==> src/sv/swpsc_pkg.sv <==
// Shared types and codes for the sliding window pair-sum checker.
`default_nettype none

package swpsc_pkg;

  localparam int VALUE_W = 64;
  localparam int CFG_LEN_W = 6;
  localparam logic [CFG_LEN_W-1:0] WINDOW_LENGTH_RESET = 6'd25;

  typedef logic [1:0] status_t;
  localparam status_t STATUS_FILL    = 2'd0;
  localparam status_t STATUS_VALID   = 2'd1;
  localparam status_t STATUS_INVALID = 2'd2;

  // Register indexes of the configuration port
  localparam int REG_WINDOW_LENGTH = 0;

  typedef struct packed {
    logic signed [VALUE_W-1:0] value;
    logic                      first;
  } job_t;

  typedef enum logic [2:0] {
    ST_IDLE,
    ST_RD_A,
    ST_RD_B,
    ST_DRAIN,
    ST_FIN
  } state_t;

  // What the read issued last cycle was for
  typedef enum logic [1:0] {
    TAG_NONE,
    TAG_A,
    TAG_B
  } rd_tag_t;

endpackage

`default_nettype wire

==> src/sv/swpsc_if.sv <==
// Item channel interfaces: input values and result status.
`default_nettype none

interface swpsc_in_if;
  logic                                   valid;
  logic                                   ready;
  logic signed [swpsc_pkg::VALUE_W-1:0]   value;
  logic                                   first;

  modport source (output valid, output value, output first, input ready);
  modport sink   (input valid, input value, input first, output ready);
endinterface

interface swpsc_out_if;
  logic                     valid;
  logic                     ready;
  swpsc_pkg::status_t       status;

  modport source (output valid, output status, input ready);
  modport sink   (input valid, input status, output ready);
endinterface

`default_nettype wire

==> src/sv/sliding_window_pair_sum_check.sv <==
// Top level of the sliding window pair-sum checker: config port, channels, result register.
`default_nettype none

// Each input item carries a signed 64-bit value and a first flag. The block keeps the
// last L values (L = window_length clamped to 2..WINDOW_MAX) in a ring held in a
// single-port synchronous memory. One status item comes back per input item: filling
// while fewer than L values are stored since the last first flag, otherwise valid if
// two stored values that differ sum exactly (65-bit) to the new value, else invalid.
// The new value is then written to the ring, replacing the oldest entry.
// A filling item goes from IDLE straight to FIN, where its result is offered. A checked
// item walks all L*(L-1)/2 pairs, one pair per cycle, plus one read per outer index for
// the first operand, then passes DRAIN for the last compare before FIN. The single memory
// read port sets the pace of the search. A result waits in the output register without
// holding up acceptance of the next item.
// window_length sits at byte address 0 (6 bits, reset 25). No clearing pass: entries
// are only read after being written since the last restart.

module sliding_window_pair_sum_check #(
  parameter int WINDOW_MAX = 32
) (
  input  wire logic          clk,
  input  wire logic          rst_n,
  swpsc_in_if.sink           in_ch,
  swpsc_out_if.source        out_ch,
  input  wire logic          psel,
  input  wire logic          penable,
  input  wire logic          pwrite,
  input  wire logic [2:0]    paddr,
  input  wire logic [31:0]   pwdata,
  output logic [31:0]        prdata,
  output logic               pready
);

  localparam int LEN_W = $clog2(WINDOW_MAX + 1);
  localparam int CW    = (LEN_W > swpsc_pkg::CFG_LEN_W) ? LEN_W : swpsc_pkg::CFG_LEN_W;

  logic [swpsc_pkg::CFG_LEN_W-1:0] window_length_r;
  logic                            reg_sel;
  logic [CW-1:0]                   wl;
  logic [LEN_W-1:0]                len_eff;

  // ---- configuration port ----
  assign pready  = 1'b1;
  assign reg_sel = (paddr[2] == 1'(swpsc_pkg::REG_WINDOW_LENGTH));

  always_ff @(posedge clk) begin
    if (!rst_n) begin
      window_length_r <= swpsc_pkg::WINDOW_LENGTH_RESET;
    end else if (psel && penable && pwrite && reg_sel) begin
      window_length_r <= pwdata[swpsc_pkg::CFG_LEN_W-1:0];
    end
  end

  assign prdata = reg_sel ? 32'(window_length_r) : '0;

  // clamp the programmed length into 2..WINDOW_MAX
  always_comb begin
    wl = CW'(window_length_r);
    if (wl < CW'(2)) begin
      len_eff = LEN_W'(2);
    end else if (wl > CW'(WINDOW_MAX)) begin
      len_eff = LEN_W'(WINDOW_MAX);
    end else begin
      len_eff = wl[LEN_W-1:0];
    end
  end

  // ---- core ----
  swpsc_pkg::job_t    job;
  logic               res_valid;
  logic               res_ready;
  swpsc_pkg::status_t res_status;

  assign job.value = in_ch.value;
  assign job.first = in_ch.first;

  swpsc_core #(
    .WINDOW_MAX (WINDOW_MAX)
  ) u_core (
    .clk        (clk),
    .rst_n      (rst_n),
    .job_valid  (in_ch.valid),
    .job_ready  (in_ch.ready),
    .job        (job),
    .len        (len_eff),
    .res_valid  (res_valid),
    .res_ready  (res_ready),
    .res_status (res_status)
  );

  // ---- result register: decouples the core from a stalled sink ----
  logic               out_valid_r;
  swpsc_pkg::status_t out_status_r;

  assign res_ready = !out_valid_r || out_ch.ready;

  always_ff @(posedge clk) begin
    if (!rst_n) begin
      out_valid_r <= 1'b0;
    end else if (res_ready) begin
      out_valid_r <= res_valid;
    end
  end

  always_ff @(posedge clk) begin
    if (res_ready && res_valid) begin
      out_status_r <= res_status;
    end
  end

  assign out_ch.valid  = out_valid_r;
  assign out_ch.status = out_status_r;

endmodule

`default_nettype wire

==> src/sv/swpsc_core.sv <==
// Window memory and pair-search sequencer.
`default_nettype none

module swpsc_core #(
  parameter int WINDOW_MAX = 32
) (
  input  wire logic                                    clk,
  input  wire logic                                    rst_n,
  input  wire logic                                    job_valid,
  output logic                                         job_ready,
  input  wire swpsc_pkg::job_t                         job,
  input  wire logic [$clog2(WINDOW_MAX+1)-1:0]         len,
  output logic                                         res_valid,
  input  wire logic                                    res_ready,
  output swpsc_pkg::status_t                           res_status
);

  localparam int LEN_W = $clog2(WINDOW_MAX + 1);
  localparam int PTR_W = $clog2(WINDOW_MAX);
  localparam int SW    = LEN_W + 1;
  localparam int VW    = swpsc_pkg::VALUE_W;

  // ring slot of the k-th newest entry, k = 1 is newest
  function automatic logic [PTR_W-1:0] slot_back(input logic [PTR_W-1:0] p,
                                                 input logic [LEN_W-1:0] k);
    logic [SW-1:0] pp;
    logic [SW-1:0] kk;
    logic [SW-1:0] s;
    pp = SW'(p);
    kk = SW'(k);
    if (kk > pp) begin
      s = pp + SW'(WINDOW_MAX) - kk;
    end else begin
      s = pp - kk;
    end
    return s[PTR_W-1:0];
  endfunction

  logic [VW-1:0] mem [WINDOW_MAX];

  swpsc_pkg::state_t   st_r, st_nxt;
  logic [LEN_W-1:0]    fill_r, fill_nxt;
  logic [PTR_W-1:0]    ptr_r, ptr_nxt;
  logic [LEN_W-1:0]    len_r, len_nxt;
  logic [LEN_W-1:0]    j_r, j_nxt;
  logic [LEN_W-1:0]    k_r, k_nxt;
  logic [VW-1:0]       val_r, val_nxt;
  logic                found_r, found_nxt;
  swpsc_pkg::status_t  status_r, status_nxt;
  swpsc_pkg::rd_tag_t  rd_tag_r, rd_tag;
  logic [VW-1:0]       rd_data_r;
  logic [VW-1:0]       a_r;
  logic [PTR_W-1:0]    rd_addr;
  logic                rd_en;
  logic                wr_en;
  logic                hit;
  logic [VW:0]         pair_sum;

  // one pair compared per cycle against the registered first operand
  assign pair_sum = {a_r[VW-1], a_r} + {rd_data_r[VW-1], rd_data_r};
  assign hit = (rd_tag_r == swpsc_pkg::TAG_B) && (a_r != rd_data_r) &&
               (pair_sum == {val_r[VW-1], val_r});

  always_comb begin
    logic [LEN_W-1:0] fill_e;
    logic [PTR_W-1:0] ptr_e;
    st_nxt     = st_r;
    fill_nxt   = fill_r;
    ptr_nxt    = ptr_r;
    len_nxt    = len_r;
    j_nxt      = j_r;
    k_nxt      = k_r;
    val_nxt    = val_r;
    found_nxt  = found_r | hit;
    status_nxt = status_r;
    rd_tag     = swpsc_pkg::TAG_NONE;
    rd_addr    = slot_back(ptr_r, k_r);
    rd_en      = 1'b0;
    wr_en      = 1'b0;
    job_ready  = 1'b0;
    res_valid  = 1'b0;
    fill_e     = job.first ? '0 : fill_r;
    ptr_e      = job.first ? '0 : ptr_r;
    case (st_r)
      swpsc_pkg::ST_IDLE: begin
        job_ready = 1'b1;
        found_nxt = 1'b0;
        if (job_valid) begin
          fill_nxt = fill_e;
          ptr_nxt  = ptr_e;
          val_nxt  = job.value;
          len_nxt  = len;
          j_nxt    = LEN_W'(1);
          if (fill_e < len) begin
            status_nxt = swpsc_pkg::STATUS_FILL;
            st_nxt     = swpsc_pkg::ST_FIN;
          end else begin
            st_nxt = swpsc_pkg::ST_RD_A;
          end
        end
      end
      swpsc_pkg::ST_RD_A: begin
        rd_en   = 1'b1;
        rd_tag  = swpsc_pkg::TAG_A;
        rd_addr = slot_back(ptr_r, j_r);
        k_nxt   = j_r + LEN_W'(1);
        st_nxt  = swpsc_pkg::ST_RD_B;
      end
      swpsc_pkg::ST_RD_B: begin
        rd_en   = 1'b1;
        rd_tag  = swpsc_pkg::TAG_B;
        rd_addr = slot_back(ptr_r, k_r);
        if (k_r == len_r) begin
          if (j_r == len_r - LEN_W'(1)) begin
            st_nxt = swpsc_pkg::ST_DRAIN;
          end else begin
            j_nxt  = j_r + LEN_W'(1);
            st_nxt = swpsc_pkg::ST_RD_A;
          end
        end else begin
          k_nxt = k_r + LEN_W'(1);
        end
      end
      swpsc_pkg::ST_DRAIN: begin
        // last compare lands this cycle
        status_nxt = (found_r | hit) ? swpsc_pkg::STATUS_VALID
                                     : swpsc_pkg::STATUS_INVALID;
        st_nxt     = swpsc_pkg::ST_FIN;
      end
      swpsc_pkg::ST_FIN: begin
        res_valid = 1'b1;
        if (res_ready) begin
          wr_en    = 1'b1;
          ptr_nxt  = (ptr_r == PTR_W'(WINDOW_MAX - 1)) ? '0 : ptr_r + PTR_W'(1);
          fill_nxt = (fill_r == LEN_W'(WINDOW_MAX)) ? fill_r : fill_r + LEN_W'(1);
          st_nxt   = swpsc_pkg::ST_IDLE;
        end
      end
      default: begin
        st_nxt = swpsc_pkg::ST_IDLE;
      end
    endcase
  end

  assign res_status = status_r;

  always_ff @(posedge clk) begin
    if (!rst_n) begin
      st_r     <= swpsc_pkg::ST_IDLE;
      fill_r   <= '0;
      ptr_r    <= '0;
      rd_tag_r <= swpsc_pkg::TAG_NONE;
      found_r  <= 1'b0;
    end else begin
      st_r     <= st_nxt;
      fill_r   <= fill_nxt;
      ptr_r    <= ptr_nxt;
      rd_tag_r <= rd_tag;
      found_r  <= found_nxt;
    end
  end

  always_ff @(posedge clk) begin
    len_r    <= len_nxt;
    j_r      <= j_nxt;
    k_r      <= k_nxt;
    val_r    <= val_nxt;
    status_r <= status_nxt;
    if (rd_tag_r == swpsc_pkg::TAG_A) begin
      a_r <= rd_data_r;
    end
  end

  always_ff @(posedge clk) begin
    if (wr_en) begin
      mem[ptr_r] <= val_r;
    end
  end

  always_ff @(posedge clk) begin
    if (rd_en) begin
      rd_data_r <= mem[rd_addr];
    end
  end

endmodule

`default_nettype wire

==> src/flat_wrapper.sv <==
// flat-port wrapper written by rule: the top's interface ports become plain ports
module sliding_window_pair_sum_check_flat 
#(
  parameter int WINDOW_MAX = 32
)
  (clk, rst_n, psel, penable, pwrite, paddr, pwdata, prdata, pready, in_ch_valid, in_ch_value, in_ch_first, in_ch_ready, out_ch_valid, out_ch_status, out_ch_ready);
  swpsc_in_if in_ch_i ();
  swpsc_out_if out_ch_i ();
  input  wire logic clk;
  input  wire logic rst_n;
  input  wire logic psel;
  input  wire logic penable;
  input  wire logic pwrite;
  input  wire logic [2:0] paddr;
  input  wire logic [31:0] pwdata;
  output logic [31:0] prdata;
  output logic pready;
  input wire logic [$bits(in_ch_i.valid)-1:0] in_ch_valid;
  input wire logic [$bits(in_ch_i.value)-1:0] in_ch_value;
  input wire logic [$bits(in_ch_i.first)-1:0] in_ch_first;
  output wire logic [$bits(in_ch_i.ready)-1:0] in_ch_ready;
  output wire logic [$bits(out_ch_i.valid)-1:0] out_ch_valid;
  output wire logic [$bits(out_ch_i.status)-1:0] out_ch_status;
  input wire logic [$bits(out_ch_i.ready)-1:0] out_ch_ready;
  assign in_ch_i.valid = in_ch_valid;
  assign in_ch_i.value = in_ch_value;
  assign in_ch_i.first = in_ch_first;
  assign in_ch_ready = in_ch_i.ready;
  assign out_ch_valid = out_ch_i.valid;
  assign out_ch_status = out_ch_i.status;
  assign out_ch_i.ready = out_ch_ready;
  sliding_window_pair_sum_check #(.WINDOW_MAX(WINDOW_MAX)) u_core (.clk(clk), .rst_n(rst_n), .in_ch(in_ch_i), .out_ch(out_ch_i), .psel(psel), .penable(penable), .pwrite(pwrite), .paddr(paddr), .pwdata(pwdata), .prdata(prdata), .pready(pready));
endmodule
==> config.mk <==
export PLATFORM = sky130hd
export DESIGN_NAME = sliding_window_pair_sum_check_flat
export DESIGN_NICKNAME = d
export VERILOG_FILES = /design/src/sv/swpsc_pkg.sv /design/src/sv/swpsc_if.sv /design/src/sv/sliding_window_pair_sum_check.sv /design/src/sv/swpsc_core.sv /design/src/flat_wrapper.sv
export SDC_FILE = /design/constraint.sdc
export NUM_CORES = 2
export LEC_CHECK = 0
export ABC_AREA = 1
export ABC_CLOCK_PERIOD_IN_PS = 5600
export BUFFER_PORTS_ARGS = -buffer_cell sky130_fd_sc_hd__clkbuf_2
export CAP_MARGIN = 30
export CELL_PAD_IN_SITES_DETAIL_PLACEMENT = 0
export CELL_PAD_IN_SITES_GLOBAL_PLACEMENT = 1
export CORE_MARGIN = 2
export CORE_UTILIZATION = 47
export DETAILED_ROUTE_END_ITERATION = 6
export HOLD_SLACK_MARGIN = 0.1
export PLACE_DENSITY = 0.79
export SLEW_MARGIN = 30
export SYNTH_ARGS = -nofsm -noshare
export SYNTH_HDL_FRONTEND = slang
export SYNTH_SLANG_ARGS = --single-unit
export TNS_END_PERCENT = 1
==> constraint.sdc <==
create_clock -name clk -period 5.6 [get_ports clk]
set_clock_uncertainty 0.1 [all_clocks]
set_input_delay 1.4 -clock clk [delete_from_list [all_inputs] [get_ports clk]]
set_output_delay 1.4 -clock clk [all_outputs]
set_load 0.01 [all_outputs]
==> metrics.csv <==
metric,value,unit
ys_ff_latch,2286,
drc,0,
synth_common_cells,"2262 x edfxtp_1, 1650 x nor2_1, 1061 x o21ai_0",
synth-seq-area-share,71.8,%
wl,262000,um
worst_skew_pair.late_latency,900,ps
core_area,0.202,sq mm
required,6130,ps
cts_tree,yes,
vias,62700,
multi_input_area,0.0239,sq mm
cts_max_level,4,
power.clock.fraction,39.4,%
wl_per_cell,24.3,um
drive_above_1_share,9.08,%
place_congestion,0.923,
first_global_vias,60200,
outcome,"complete, no violations",
critPathArrivalTime,4950,ps
grt_max_degree,177,
finalSetupViolCount,0,
antenna_found_initial,0,
start_util,47.2,%
async_flop_share,0,%
path_class,reg -> reg,
seqPwrFrac,50.4,%
worst_pin_slew,1030,ps
clock-sinks,2286,
grt_pass1_wl,383000,um
grt-ovfl-total,0,
synth.area.top_cells,"edfxtp_1 71%, nor2_1 6.5%, o21ai_0 5.6%, nand2_1 2.8%, o221ai_1 2.4%",
root_buffer,clkbuf_16,
netSwitchingFraction,24.5,%
drtPass1Iterations,6,
synthesis.area,0.0952,sq mm
die_y,454,um
syn_inst,7834,
whs,325,ps
numCtsBuffers,222,
end_kind,register,
ant_nets,0,
utilization,53.3,%
pin_count,144,
slew_headroom,31.3,%
rsz0062_at_grt,no,
cp_max_fo,42,
pwr-share-comb,10.2,%
period_needed,4420,ps
antenna_cells,0,
vias_per_cell,5.79,
worstSetupStartpointType,register,
rows,165,
post_cts_resized,0,
area_growth,12.9,%
synth_most_common_cell,edfxtp_1,
power_leakage,36.6,nW
die-area,0.206,sq mm
fin_setup_tns,0,ps
gr-usage-all-layers,25.1,%
power,37.9,mW
synth_cell_types,47,
yosys_warnings,0,
max_cap_viol_count,0,
synth_top_flop_cell,edfxtp_1,
syn_avg_cell_area,12.2,sq um
hold_buffers,0,
seq_area,0.0684,sq mm
clockBufferDepth,3,
period_share,79.0,%
irDropWorstVdd,0.000317,V
slew_viol_final,0,
hold_violations,0,
fillers,16700,
synth_edf_count,2262,
max_freq,226,MHz
synth_top_area_share,71.3,%
die_x,454,um
p_switching,9.27,mW
hpwlAfterDp,148000,um
clk_pin_slew_worst_paths,60,ps
final_nets,8146,
worstHoldPathType,reg -> reg,
cts_setup_buffers,0,
intPower,28.6,mW
io_buffers,88,
synth_top_area_cell,edfxtp_1,
power_density,352,mW/mm^2
drtIter0Drc,7774,
-- logic make-up after synthesis --
logic type	Yosys count	synth area share (%)
other	2	0.00789
AOI/OAI and AO/OA	1939	11.6
adders and majority gates	85	1.13
and+or+nand+nor	2539	10.4
xor gates and xnor gates	87	0.808
muxes	64	0.673
DFF	2286	71.8
buffers and inverters	832	3.51
-- registers in the layout, indices dropped and copies added (netlist names) --
signal,count
u_core.u_core.found_r,1
u_core.window_length_r,6
u_core.u_core.k_r,6
u_core.u_core.val_r,64
u_core.u_core.fill_r,6
u_core.u_core.j_r,6
u_core.u_core.len_r,6
u_core.out_ch.status,2
u_core.u_core.rd_tag_r,2
u_core.u_core.a_r,64
u_core.u_core.ptr_r,5
u_core.out_ch.valid,1
u_core.u_core.res_status,2
u_core.u_core.rd_data_r,64
u_core.u_core.st_r,3
u_core.u_core.mem,2048
-- metrics by stage --
stage	setup slack (ps)	cell area, sq um	std cells
5_1_grt	935	108000	10800
6_report	1180	108000	10800
4_1_cts	1170	107000	10800
3_3_place_gp	1210	100000	10400
3_5_place_dp	1160	100000	10400
2_1_floorplan	247	95300	7859
-- final timing paths --
path         cells past startpoint                                     to  slack (ps)                                      start
max reg2reg                     15  u_core.u_core.rd_data_r[58]$_DFFE_PN_        1180         u_core.u_core.st_r[2]$_SDFFE_PN0P_
min                              0      u_core.out_ch.status[0]$_DFFE_PP_         330  u_core.u_core.res_status[0]$_SDFFCE_PP0P_
min reg2reg                      0      u_core.out_ch.status[0]$_DFFE_PP_         330  u_core.u_core.res_status[0]$_SDFFCE_PP0P_
max                             15  u_core.u_core.rd_data_r[58]$_DFFE_PN_        1180         u_core.u_core.st_r[2]$_SDFFE_PN0P_
-- layout make-up --
cell class / count / area share (%)
clock buffers: 273 / 5.36
clock inverters: 143 / 1.43
inverters: 369 / 1.31
multi-input cells: 4741 / 22.3
flip-flops and latches: 2286 / 63.6
well taps: 2672 / 3.11
repair buffers: 334 / 2.92
-- routing by layer --
layer	global-route usage, %	wire (um)
met5	0	0
met4	8.06	7970
met3	3.26	20000
met2	41.5	126000
met1	34.4	108000
-- power by group through the flow --
stage	Clock, mW	Sequential, mW	Combinational (mW)
2_1_floorplan	0	19.6	2.37
3_3_place_gp	0	19.5	3.70
3_5_place_dp	0	19.5	3.81
4_1_cts	15.1	19.1	3.83
5_1_grt	15.7	19.1	4.25
6_report	14.9	19.1	3.85
-- cells in the final DEF, fill, tap and decap left out, types with 23 or more instances in the layout --
| master | count |
|---|---|
| o22ai_1 | 132 |
| conb_1 | 27 |
| buf_4 | 173 |
| nand3_1 | 76 |
| xnor2_1 | 24 |
| inv_1 | 352 |
| bufinv_16 | 23 |
| ha_1 | 82 |
| clkinv_1 | 56 |
| dfxtp_1 | 24 |
| mux2i_1 | 64 |
| o221ai_1 | 257 |
| a21oi_1 | 339 |
| clkinv_2 | 39 |
| buf_12 | 64 |
| o21ai_0 | 1061 |
| nand2_1 | 704 |
| nor2_4 | 36 |
| nand4_1 | 26 |
| edfxtp_1 | 2262 |
| xor2_1 | 60 |
| a31oi_1 | 129 |
| nor2_1 | 1616 |
| clkbuf_16 | 223 |
| clkbuf_2 | 88 |
| clkbuf_1 | 50 |
-- worst max-delay path: stages, from the launching register on --
cell and delay (ps):
dfxtp_1 360, nor3_4 350, nand2_1 100, o21ai_0 150, ha_4 170, inv_1 60, fa_4 1220, inv_8 330
buf_12 260, buf_4 220, o21ai_0 100, o22ai_1 90, a21oi_1 260, nor2_1 70, a31oi_1 170, mux2i_1 120
Power figures use the tool's default switching activity.
